### src/hw/rtl/rds_pkg.sv
package rds_pkg;

  localparam int QueueDepth = 8;
  localparam int MaxPayload = 1024;
  localparam int SeqBits    = 16;

  typedef enum logic [1:0] {
    ACT_TICK = 2'd0, ACT_CONNECT = 2'd1, ACT_SEND = 2'd2, ACT_RX = 2'd3
  } act_t;

  localparam logic [2:0] RX_SYN  = 3'd0;
  localparam logic [2:0] RX_ACK  = 3'd1;
  localparam logic [2:0] RX_DATA = 3'd2;

  localparam logic [2:0] TX_NONE = 3'd0;
  localparam logic [2:0] TX_SYN  = 3'd1;
  localparam logic [2:0] TX_DATA = 3'd2;
  localparam logic [2:0] TX_ACK  = 3'd3;
  localparam logic [2:0] TX_PING = 3'd4;

  localparam logic [1:0] M_CLOSED  = 2'd0;
  localparam logic [1:0] M_OPENING = 2'd1;
  localparam logic [1:0] M_OPEN    = 2'd2;

  localparam logic [2:0] ST_OK        = 3'd0;
  localparam logic [2:0] ST_CONNECTED = 3'd1;
  localparam logic [2:0] ST_TOO_LONG  = 3'd2;
  localparam logic [2:0] ST_FULL      = 3'd3;
  localparam logic [2:0] ST_LOST      = 3'd4;
  localparam logic [2:0] ST_RETRIES   = 3'd5;

  localparam logic [2:0] REG_TIMEOUT = 3'd0;
  localparam logic [2:0] REG_PING    = 3'd1;
  localparam logic [2:0] REG_RETRY   = 3'd2;
  localparam logic [2:0] REG_PING_ON = 3'd3;
  localparam logic [2:0] REG_FIRST   = 3'd4;

  // classified item between front and back
  typedef struct packed {
    act_t        act;
    logic [2:0]  kind;
    logic [15:0] rseq;
    logic [10:0] plen;
    logic [15:0] psum;
    logic        too_long;
  } item_t;

  // one result with its per-input fields
  typedef struct packed {
    logic [2:0]  tx_kind;
    logic [15:0] tx_seq;
    logic [2:0]  tx_slot;
    logic [10:0] tx_len;
    logic [15:0] tx_sum;
    logic        deliver;
    logic [1:0]  session_mode;
    logic [2:0]  status;
    logic        last;
  } res_t;

endpackage

### src/hw/rtl/rds_front.sv
module rds_front #(
  parameter int MAX_PAYLOAD = rds_pkg::MaxPayload
) (
  input  logic          clk,
  input  logic          rst,
  input  logic          in_valid,
  output logic          in_ready,
  input  logic [47:0]   in_data,
  output logic          q_valid,
  input  logic          q_ready,
  output rds_pkg::item_t q_item
);
  import rds_pkg::*;

  // two-entry queue decouples intake from the session engine
  item_t      mem [2];
  logic       wp, rp;
  logic [1:0] cnt;
  item_t      it;
  logic       push, pop;

  always_comb begin
    it.act      = act_t'(in_data[1:0]);
    it.kind     = in_data[4:2];
    it.rseq     = in_data[20:5];
    it.plen     = in_data[31:21];
    it.psum     = in_data[47:32];
    it.too_long = 32'(in_data[31:21]) > 32'(MAX_PAYLOAD);
  end

  assign in_ready = cnt != 2'd2;
  assign q_valid  = cnt != 2'd0;
  assign q_item   = mem[rp];
  assign push     = in_valid && in_ready;
  assign pop      = q_valid && q_ready;

  always_ff @(posedge clk) begin
    if (push) begin
      mem[wp] <= it;
    end
    if (rst) begin
      wp <= 1'b0;
      rp <= 1'b0;
      cnt <= 2'd0;
    end else begin
      if (push) wp <= ~wp;
      if (pop) rp <= ~rp;
      cnt <= cnt + {1'b0, push} - {1'b0, pop};
    end
  end
endmodule

### src/hw/rtl/rds_back.sv
module rds_back #(
  parameter int QUEUE_DEPTH = rds_pkg::QueueDepth,
  parameter int SEQ_BITS    = rds_pkg::SeqBits
) (
  input  logic           clk,
  input  logic           rst,
  input  logic           q_valid,
  output logic           q_ready,
  input  rds_pkg::item_t q_item,
  input  logic           cfg_we,
  input  logic [2:0]     cfg_index,
  input  logic [15:0]    cfg_data,
  output logic           out_valid,
  input  logic           out_ready,
  output rds_pkg::res_t  out_res
);
  import rds_pkg::*;

  localparam int PW = $clog2(QUEUE_DEPTH);

  logic [15:0] timeout_ms, ping_ms;
  logic [7:0]  retry_limit;
  logic        ping_on;
  logic [1:0]  mode;
  logic [SEQ_BITS-1:0] next_seq, peer_seq;
  logic        peer_known;
  logic [31:0] now_ms, ping_at, heard_at;
  logic [PW-1:0] head, tail;
  logic [PW:0]   fill;

  logic        s_data [QUEUE_DEPTH];
  logic [SEQ_BITS-1:0] s_seq [QUEUE_DEPTH];
  logic [10:0] s_len [QUEUE_DEPTH];
  logic [15:0] s_sum [QUEUE_DEPTH];
  logic [7:0]  s_tries [QUEUE_DEPTH];
  logic [31:0] s_at [QUEUE_DEPTH];

  // two-entry result buffer
  res_t        ob [2];
  logic        ob_v [2];

  logic [1:0]  mode_next;
  logic [SEQ_BITS-1:0] next_seq_next, peer_seq_next, rseq;
  logic        peer_known_next;
  logic [31:0] now_ms_next, ping_at_next, heard_at_next, tick;
  logic [PW-1:0] head_next, tail_next;
  logic [PW:0]   fill_next;
  logic        do_enq, is_data_enq, resend, bump;
  res_t        r0, r1;
  logic        n0, n1;
  logic [2:0]  status;
  logic        ping_fire, lost;
  logic [17:0] ping3;
  logic [SEQ_BITS-1:0] ack_seq;
  logic        dlv, ack_out;

  assign q_ready   = !ob_v[0] || (out_ready && !ob_v[1]);
  assign out_valid = ob_v[0];
  assign out_res   = ob[0];
  assign rseq      = SEQ_BITS'(q_item.rseq);
  assign tick      = now_ms + 32'd1;
  assign ping3     = {2'b0, ping_ms} + {1'b0, ping_ms, 1'b0};

  always_comb begin
    mode_next = mode;
    next_seq_next = next_seq;
    peer_seq_next = peer_seq;
    peer_known_next = peer_known;
    now_ms_next = now_ms;
    ping_at_next = ping_at;
    heard_at_next = heard_at;
    head_next = head;
    tail_next = tail;
    fill_next = fill;
    do_enq = 1'b0;
    is_data_enq = 1'b0;
    resend = 1'b0;
    bump = 1'b0;
    status = ST_OK;
    ping_fire = 1'b0;
    lost = 1'b0;
    ack_out = 1'b0;
    dlv = 1'b0;
    ack_seq = rseq + SEQ_BITS'(1);
    case (q_item.act)
      ACT_TICK: begin
        now_ms_next = tick;
        if (ping_on && mode == M_OPEN) begin
          if (tick - ping_at > {16'd0, ping_ms}) begin
            ping_at_next = tick;
            ping_fire = 1'b1;
          end
          if (tick - heard_at > {14'd0, ping3}) begin
            ping_at_next = tick;
            mode_next = M_CLOSED;
            status = ST_LOST;
            lost = 1'b1;
          end
        end
        if (!lost && fill != '0) begin
          if (s_tries[head] > retry_limit) begin
            mode_next = M_CLOSED;
            fill_next = '0;
            tail_next = head;
            status = ST_RETRIES;
          end else if (tick - s_at[head] > {16'd0, timeout_ms} || s_tries[head] == 8'd0) begin
            resend = 1'b1;
            bump = s_tries[head] != 8'hff;
          end
        end
      end
      ACT_CONNECT: begin
        if (mode != M_CLOSED) status = ST_CONNECTED;
        else if (fill == (PW+1)'(QUEUE_DEPTH)) status = ST_FULL;
        else begin
          do_enq = 1'b1;
          mode_next = M_OPENING;
        end
      end
      ACT_SEND: begin
        if (q_item.too_long) status = ST_TOO_LONG;
        else if (fill == (PW+1)'(QUEUE_DEPTH)) status = ST_FULL;
        else begin
          do_enq = 1'b1;
          is_data_enq = 1'b1;
        end
      end
      default: begin
        heard_at_next = now_ms;
        if (q_item.kind == RX_SYN) begin
          mode_next = M_OPEN;
          peer_seq_next = rseq;
          ack_out = 1'b1;
        end else if (q_item.kind == RX_DATA) begin
          if (mode == M_OPEN) begin
            peer_known_next = 1'b1;
            dlv = peer_known ? (peer_seq + SEQ_BITS'(2) == rseq) : 1'b1;
            peer_seq_next = rseq;
            ack_out = 1'b1;
          end
        end else if (q_item.kind == RX_ACK) begin
          if (fill != '0 && s_seq[head] + SEQ_BITS'(1) == rseq) begin
            if (mode == M_OPENING) mode_next = M_OPEN;
            head_next = (head == PW'(QUEUE_DEPTH-1)) ? '0 : head + PW'(1);
            fill_next = fill - (PW+1)'(1);
          end
        end
      end
    endcase
    if (do_enq) begin
      next_seq_next = next_seq + SEQ_BITS'(2);
      tail_next = (tail == PW'(QUEUE_DEPTH-1)) ? '0 : tail + PW'(1);
      fill_next = fill + (PW+1)'(1);
    end
    // build up to two results
    r0 = '0;
    r1 = '0;
    n1 = 1'b0;
    if (ping_fire) r0.tx_kind = TX_PING;
    else if (ack_out) begin
      r0.tx_kind = TX_ACK;
      r0.tx_seq = 16'(ack_seq);
      r0.deliver = dlv;
    end
    r1.tx_kind = s_data[head] ? TX_DATA : TX_SYN;
    r1.tx_seq  = 16'(s_seq[head]);
    r1.tx_slot = 3'(head);
    r1.tx_len  = s_data[head] ? s_len[head] : 11'd0;
    r1.tx_sum  = s_data[head] ? s_sum[head] : 16'd0;
    if (resend) begin
      if (ping_fire) n1 = 1'b1;
      else begin
        r0 = r1;
      end
    end
    n0 = 1'b1;
    r0.session_mode = mode_next;
    r0.status = status;
    r0.last = !n1;
    r1.session_mode = mode_next;
    r1.status = status;
    r1.last = 1'b1;
  end

  logic take, pop;
  assign take = q_valid && q_ready;
  assign pop  = ob_v[0] && out_ready;

  always_ff @(posedge clk) begin
    if (take && do_enq) begin
      s_data[tail]  <= is_data_enq;
      s_seq[tail]   <= next_seq;
      s_len[tail]   <= q_item.plen;
      s_sum[tail]   <= q_item.psum;
      s_tries[tail] <= 8'd0;
      s_at[tail]    <= now_ms;
    end
    if (take && resend) begin
      if (bump) s_tries[head] <= s_tries[head] + 8'd1;
      s_at[head] <= tick;
    end
    // output buffer: a new input refills it, otherwise shift on pop
    if (take) begin
      if (!ob_v[0] || (pop && !ob_v[1])) begin
        ob[0] <= r0;
        ob[1] <= r1;
      end
    end else if (pop) begin
      ob[0] <= ob[1];
    end
    if (rst) begin
      timeout_ms <= 16'd100;
      ping_ms <= 16'd1000;
      retry_limit <= 8'd5;
      ping_on <= 1'b1;
      mode <= M_CLOSED;
      next_seq <= '0;
      peer_seq <= '0;
      peer_known <= 1'b0;
      now_ms <= '0;
      ping_at <= '0;
      heard_at <= '0;
      head <= '0;
      tail <= '0;
      fill <= '0;
      ob_v[0] <= 1'b0;
      ob_v[1] <= 1'b0;
    end else begin
      if (take) begin
        ob_v[0] <= n0;
        ob_v[1] <= n1;
        mode <= mode_next;
        next_seq <= next_seq_next;
        peer_seq <= peer_seq_next;
        peer_known <= peer_known_next;
        now_ms <= now_ms_next;
        ping_at <= ping_at_next;
        heard_at <= heard_at_next;
        head <= head_next;
        tail <= tail_next;
        fill <= fill_next;
      end else if (pop) begin
        ob_v[0] <= ob_v[1];
        ob_v[1] <= 1'b0;
      end
      if (cfg_we) begin
        case (cfg_index)
          REG_TIMEOUT: timeout_ms <= cfg_data;
          REG_PING:    ping_ms <= cfg_data;
          REG_RETRY:   retry_limit <= cfg_data[7:0];
          REG_PING_ON: ping_on <= cfg_data[0];
          REG_FIRST:   next_seq <= SEQ_BITS'({6'd0, cfg_data[9:0]});
          default: ;
        endcase
      end
    end
  end
endmodule

### src/hw/rtl/reliable_datagram_session_core.sv
// channel   | direction | payload
// s_axis    | in        | tdata: action, rx_kind, rx_seq, payload_len, payload_sum
// m_axis    | out       | tdata: result fields; tlast: final result of an input
// cfg       | in        | write enable, register index, 16-bit data
//
// an input is registered in the front queue and then in the result buffer
// before its first result is offered; a tick with ping plus resend makes two
// results and holds the engine while the two-entry result buffer drains, so
// no new input is taken until the second result is being popped.
// rst is synchronous and clears all session state; queue slots are left
// undefined until written. either side may stall without loss.
module reliable_datagram_session_core #(
  parameter int QUEUE_DEPTH = rds_pkg::QueueDepth,
  parameter int MAX_PAYLOAD = rds_pkg::MaxPayload,
  parameter int SEQ_BITS    = rds_pkg::SeqBits
) (
  input  logic        clk,
  input  logic        rst,
  input  logic        s_axis_tvalid,
  output logic        s_axis_tready,
  // action[1:0], rx_kind[4:2], rx_seq[20:5], payload_len[31:21], payload_sum[47:32]
  input  logic [47:0] s_axis_tdata,
  output logic        m_axis_tvalid,
  input  logic        m_axis_tready,
  // tx_kind[2:0], tx_seq[18:3], tx_slot[21:19], tx_len[32:22], tx_sum[48:33],
  // deliver[49], session_mode[51:50], status[54:52]
  output logic [55:0] m_axis_tdata,
  output logic        m_axis_tlast,
  input  logic        cfg_we,
  input  logic [2:0]  cfg_index,
  input  logic [15:0] cfg_data
);
  import rds_pkg::*;

  logic  q_valid, q_ready;
  item_t q_item;
  res_t  res;

  // front: intake and classification
  rds_front #(.MAX_PAYLOAD(MAX_PAYLOAD)) u_front (
    .clk, .rst,
    .in_valid(s_axis_tvalid), .in_ready(s_axis_tready), .in_data(s_axis_tdata),
    .q_valid, .q_ready, .q_item
  );

  // back: session engine and result buffer
  rds_back #(.QUEUE_DEPTH(QUEUE_DEPTH), .SEQ_BITS(SEQ_BITS)) u_back (
    .clk, .rst, .q_valid, .q_ready, .q_item,
    .cfg_we, .cfg_index, .cfg_data,
    .out_valid(m_axis_tvalid), .out_ready(m_axis_tready), .out_res(res)
  );

  assign m_axis_tdata = {1'b0, res.status, res.session_mode, res.deliver, res.tx_sum,
                         res.tx_len, res.tx_slot, res.tx_seq, res.tx_kind};
  assign m_axis_tlast = res.last;
endmodule

### config.mk
export PLATFORM = sky130hd
export DESIGN_NAME = reliable_datagram_session_core
export DESIGN_NICKNAME = d
export VERILOG_FILES = /design/src/hw/rtl/rds_pkg.sv /design/src/hw/rtl/rds_front.sv /design/src/hw/rtl/rds_back.sv /design/src/hw/rtl/reliable_datagram_session_core.sv
export SDC_FILE = /design/constraint.sdc
export NUM_CORES = 2
export LEC_CHECK = 0
export BUFFER_PORTS_ARGS = -buffer_cell sky130_fd_sc_hd__buf_2
export CAP_MARGIN = 30
export CORE_UTILIZATION = 63
export DETAILED_ROUTE_END_ITERATION = 8
export MAX_ROUTING_LAYER = met4
export PLACE_DENSITY = 0.8
export SETUP_SLACK_MARGIN = 0.1
export SYNTH_ARGS = -nofsm -noshare
export SYNTH_HDL_FRONTEND = slang
export SYNTH_HIERARCHICAL = 1
export SYNTH_SLANG_ARGS = --single-unit
### constraint.sdc
create_clock -name clk -period 12.7 [get_ports clk]
set_clock_uncertainty 0.1 [all_clocks]
set_input_delay 1.905 -clock clk [delete_from_list [all_inputs] [get_ports clk]]
set_output_delay 1.905 -clock clk [all_outputs]
set_load 0.01 [all_outputs]
==> impl_metrics.json <==
{
  "status": "finished clean",
  "met1_length_um": 53400,
  "tightest_slew_ps": 968,
  "rsz0062_at_grt": "no",
  "rows": 104,
  "core-area_um2": 80700,
  "ys_seq_area_share_pct": 58.7,
  "hp-start": "u_back/heard_at[17]$_SDFFE_PP0P_",
  "setup_viol": 0,
  "avgSynthCellArea_um2": 13.0,
  "fin_cells": 5185,
  "cts.sinks": 1071,
  "dr.pass1.iters": 8,
  "highest_layer": "met4",
  "synth_area_leader_cell": "edfxtp_1",
  "gp_congestion": 1.02,
  "path_delay_family": "simple AND/OR/NAND/NOR gates",
  "critical_path_required_ps": 12880,
  "power_uw": 9160,
  "hold_end": "u_back/heard_at[17]$_SDFFE_PP0P_",
  "slowest_delay_ps": 920,
  "r2r_end": "u_back/s_at[1][3]$_DFFE_PP_",
  "die_w_um": 288,
  "wl_um": 133000,
  "setup_tns_ps": 0,
  "grt_usage_pct": 33.2,
  "final_cell_area_um2": 56500,
  "layout.nets": 4298,
  "dpl_cell_area_um2": 53100,
  "finalCritPeriodShare_pct": 68.4,
  "slew_viol_final": 0,
  "async_reset_ff_share_pct": 0,
  "dr_wl_met2_um": 61900,
  "grt_pass1_vias": 33100,
  "antenna_left": 0,
  "clock_latency_ps": 700,
  "fin_ws_ps": 4010,
  "die_height_um": 288,
  "slew_headroom_pct": 33.6,
  "hold_violations": 0,
  "syn-instance-count": 3966,
  "synth_common_cells": "edfxtp_1 (881), nand2_1 (409), a21oi_1 (264), nor2_1 (224), dfxtp_1 (190)",
  "cts_tree": "yes",
  "port_buffers": 129,
  "ioPinCount": 131,
  "clk_pin_slew_ps": 60,
  "yosys-top-cells-area": "edfxtp_1 (51%), dfxtp_1 (7.4%), mux4_2 (7.3%)",
  "crit_top_cell": "nor2_1",
  "synth_most_common_cell": "edfxtp_1",
  "critPathKind": "register to register",
  "r2r_start": "u_back/now_ms[0]$_SDFFE_PP0P_",
  "fmax_mhz": 115,
  "crit_slowest_cell": "mux2_2",
  "die-area_um2": 82900,
  "area_growth_pct": 9.77,
  "antenna_found_initial": 0,
  "drive_above_1_share_pct": 15.5,
  "crit_fanout": 32,
  "synth_flop_cell": "edfxtp_1",
  "grt-ovfl-total": 0,
  "synth_seq_cells": 1071,
  "cts_hold_buffers": 0,
  "cts-root-buf": "clkbuf_16",
  "grt_first_pass_wirelength_um": 200000,
  "post_cts_resize_count": 0,
  "fin_crit_ps": 8690,
  "synth_top_area_share_pct": 51.4,
  "start_util_pct": 63.8,
  "worst_setup_path_end_kind": "register",
  "placedCellCount": 4991,
  "cts_buffers": 104,
  "fillers": 5232,
  "min_path_type": "register to register",
  "p_per_area_nw_per_um2": 162,
  "start_kind": "register",
  "first_iter_violations": 3804,
  "cap_violations": 0,
  "cts_buffer_depth": 3,
  "synth_fp_nets": 4225,
  "grt_max_degree": 128,
  "post_drt_wl_per_cell_um": 25.7,
  "arrival_ps": 8870,
  "synth_edf_count": 881,
  "yosysWarningCount": 6,
  "cts_setup_buffers": 0,
  "vias": 34100,
  "ff2ff_path_depth": 25,
  "min_path_cells": 2,
  "viasPerCell": 6.58,
  "reg2reg_slack_ps": 4010,
  "syn-cell-area_um2": 51500,
  "peakVddDrop_mv": 0.149,
  "hpwl_um": 83100,
  "preCtsSetupSlack_ps": 4100,
  "route.detailed.drc": 0,
  "path_buf_inv": 2,
  "yosysUniqueCellTypes": 103,
  "met3_length_um": 13800,
  "p_leak_uw": 0.0205,
  "htree_num_levels": 3
}
cell families after synthesis:
kind of cell	Yosys count	share of synthesized area, %
flops	1071	58.7
simple gates	1057	10.0
compound gates	743	9.52
buf+inv	374	3.02
mux	303	10.1
xor+xnor	227	3.91
fa+ha+maj	190	4.66
other cells	1	0.00728
layout make-up:
cell class | instances | area [µm²] | area share [%]
clock inverter | 62 | 694 | 1.23
multi-input combinational | 2521 | 19800 | 35.0
sequential | 1071 | 30300 | 53.5
inverter | 164 | 618 | 1.09
timing repair buffer | 177 | 1080 | 1.90
tap | 1060 | 1330 | 2.35
clock buffer | 128 | 2730 | 4.83
antenna | 2 | 5.00 | 0.00885
how the worst max path moves through the flow:
stage                     depth (start not counted)                     startpoint                           end
after floorplan                                   8                  m_axis_tready   u_back/s_at[0][0]$_DFFE_PP_
after global placement                           25  u_back/now_ms[0]$_SDFFE_PP0P_   u_back/s_at[2][5]$_DFFE_PP_
after detailed placement                         25  u_back/now_ms[0]$_SDFFE_PP0P_   u_back/s_at[1][5]$_DFFE_PP_
after CTS                                        25  u_back/now_ms[0]$_SDFFE_PP0P_   u_back/s_at[1][3]$_DFFE_PP_
after global routing                             25  u_back/now_ms[0]$_SDFFE_PP0P_  u_back/s_at[2][12]$_DFFE_PP_
final                                            25  u_back/now_ms[0]$_SDFFE_PP0P_   u_back/s_at[1][3]$_DFFE_PP_
flip-flops by register name, indices dropped and copies added (netlist names), 4 cells and up, named ones only:
| signal | flops |
|---|---|
| u_back/s_at | 256 |
| u_back/s_len | 88 |
| u_back/ping_ms | 16 |
| u_back/s_tries | 64 |
| u_back/next_seq | 16 |
| u_back/fill | 4 |
| u_back/s_seq | 128 |
| u_back/peer_seq | 16 |
| u_back/ob | 109 |
| u_front/mem | 98 |
| u_back/now_ms | 32 |
| u_back/heard_at | 32 |
| u_back/s_sum | 128 |
| u_back/ping_at | 32 |
| u_back/retry_limit | 8 |
| u_back/timeout_ms | 16 |
| u_back/s_data | 8 |
layer usage:
metal | GRT usage [%] | up-vias
met5 | - | -
met4 | 11.7 | 0
met3 | 5.35 | 305
met2 | 50.2 | 1999
met1 | 45.7 | 16800
li1 | - | 15100
report_power, final:
group          leakage, µW  total (µW)  internal [µW]  switching [µW]
Combinational      0.00926        1740            622            1110
Clock              0.00167        3100           1750            1350
Sequential         0.00953        4330           4190             135
Total               0.0205        9160           6560            2600
placed cells by master (no fill, tap or decap), drive strengths merged, types with 7 or more instances in the layout:
cell	netlist	layout
ha	183	183
mux2i	66	66
o21bai	19	19
xor2	86	86
and3	54	54
bufinv	0	10
nor2	226	226
edfxtp	881	881
a21o	70	70
nor3	41	41
or2	10	10
a22o	48	48
and2	22	22
nand2b	27	27
nor4	33	33
or3	30	30
mux2	69	69
and4	11	11
a31oi	18	18
xnor2	139	139
a211oi	57	57
o21a	33	33
clkbuf	145	128
a2111oi	9	9
nand3	73	73
o31ai	16	16
o211ai	20	20
nand2	410	410
nand4	45	45
inv	164	168
a211o	18	18
o21ai	102	102
buf	65	177
a21oi	264	264
dfxtp	190	190
nor2b	36	36
clkinv	0	43
nand3b	11	11
mux4	168	168
a311oi	7	7
worst register-to-register path, delay by kind of cell, from the launching register on:
family / cells / cell delay (ps)
DFF: 1 / 610
xor gates and xnor gates: 2 / 500
AOI/OAI and AO/OA: 6 / 1180
buffers and inverters: 2 / 660
muxes: 1 / 930
and+or+nand+nor: 12 / 3580
adders and majority gates: 2 / 730
per-stage QoR:
step                      hold slack [ps]  util, %
after global placement                342     65.7
after floorplan                       336        -
after CTS                             355     70.0
after global routing                  376     70.1
final                                 353     70.1
after detailed placement              347     65.8
Power figures use the tool's default switching activity.
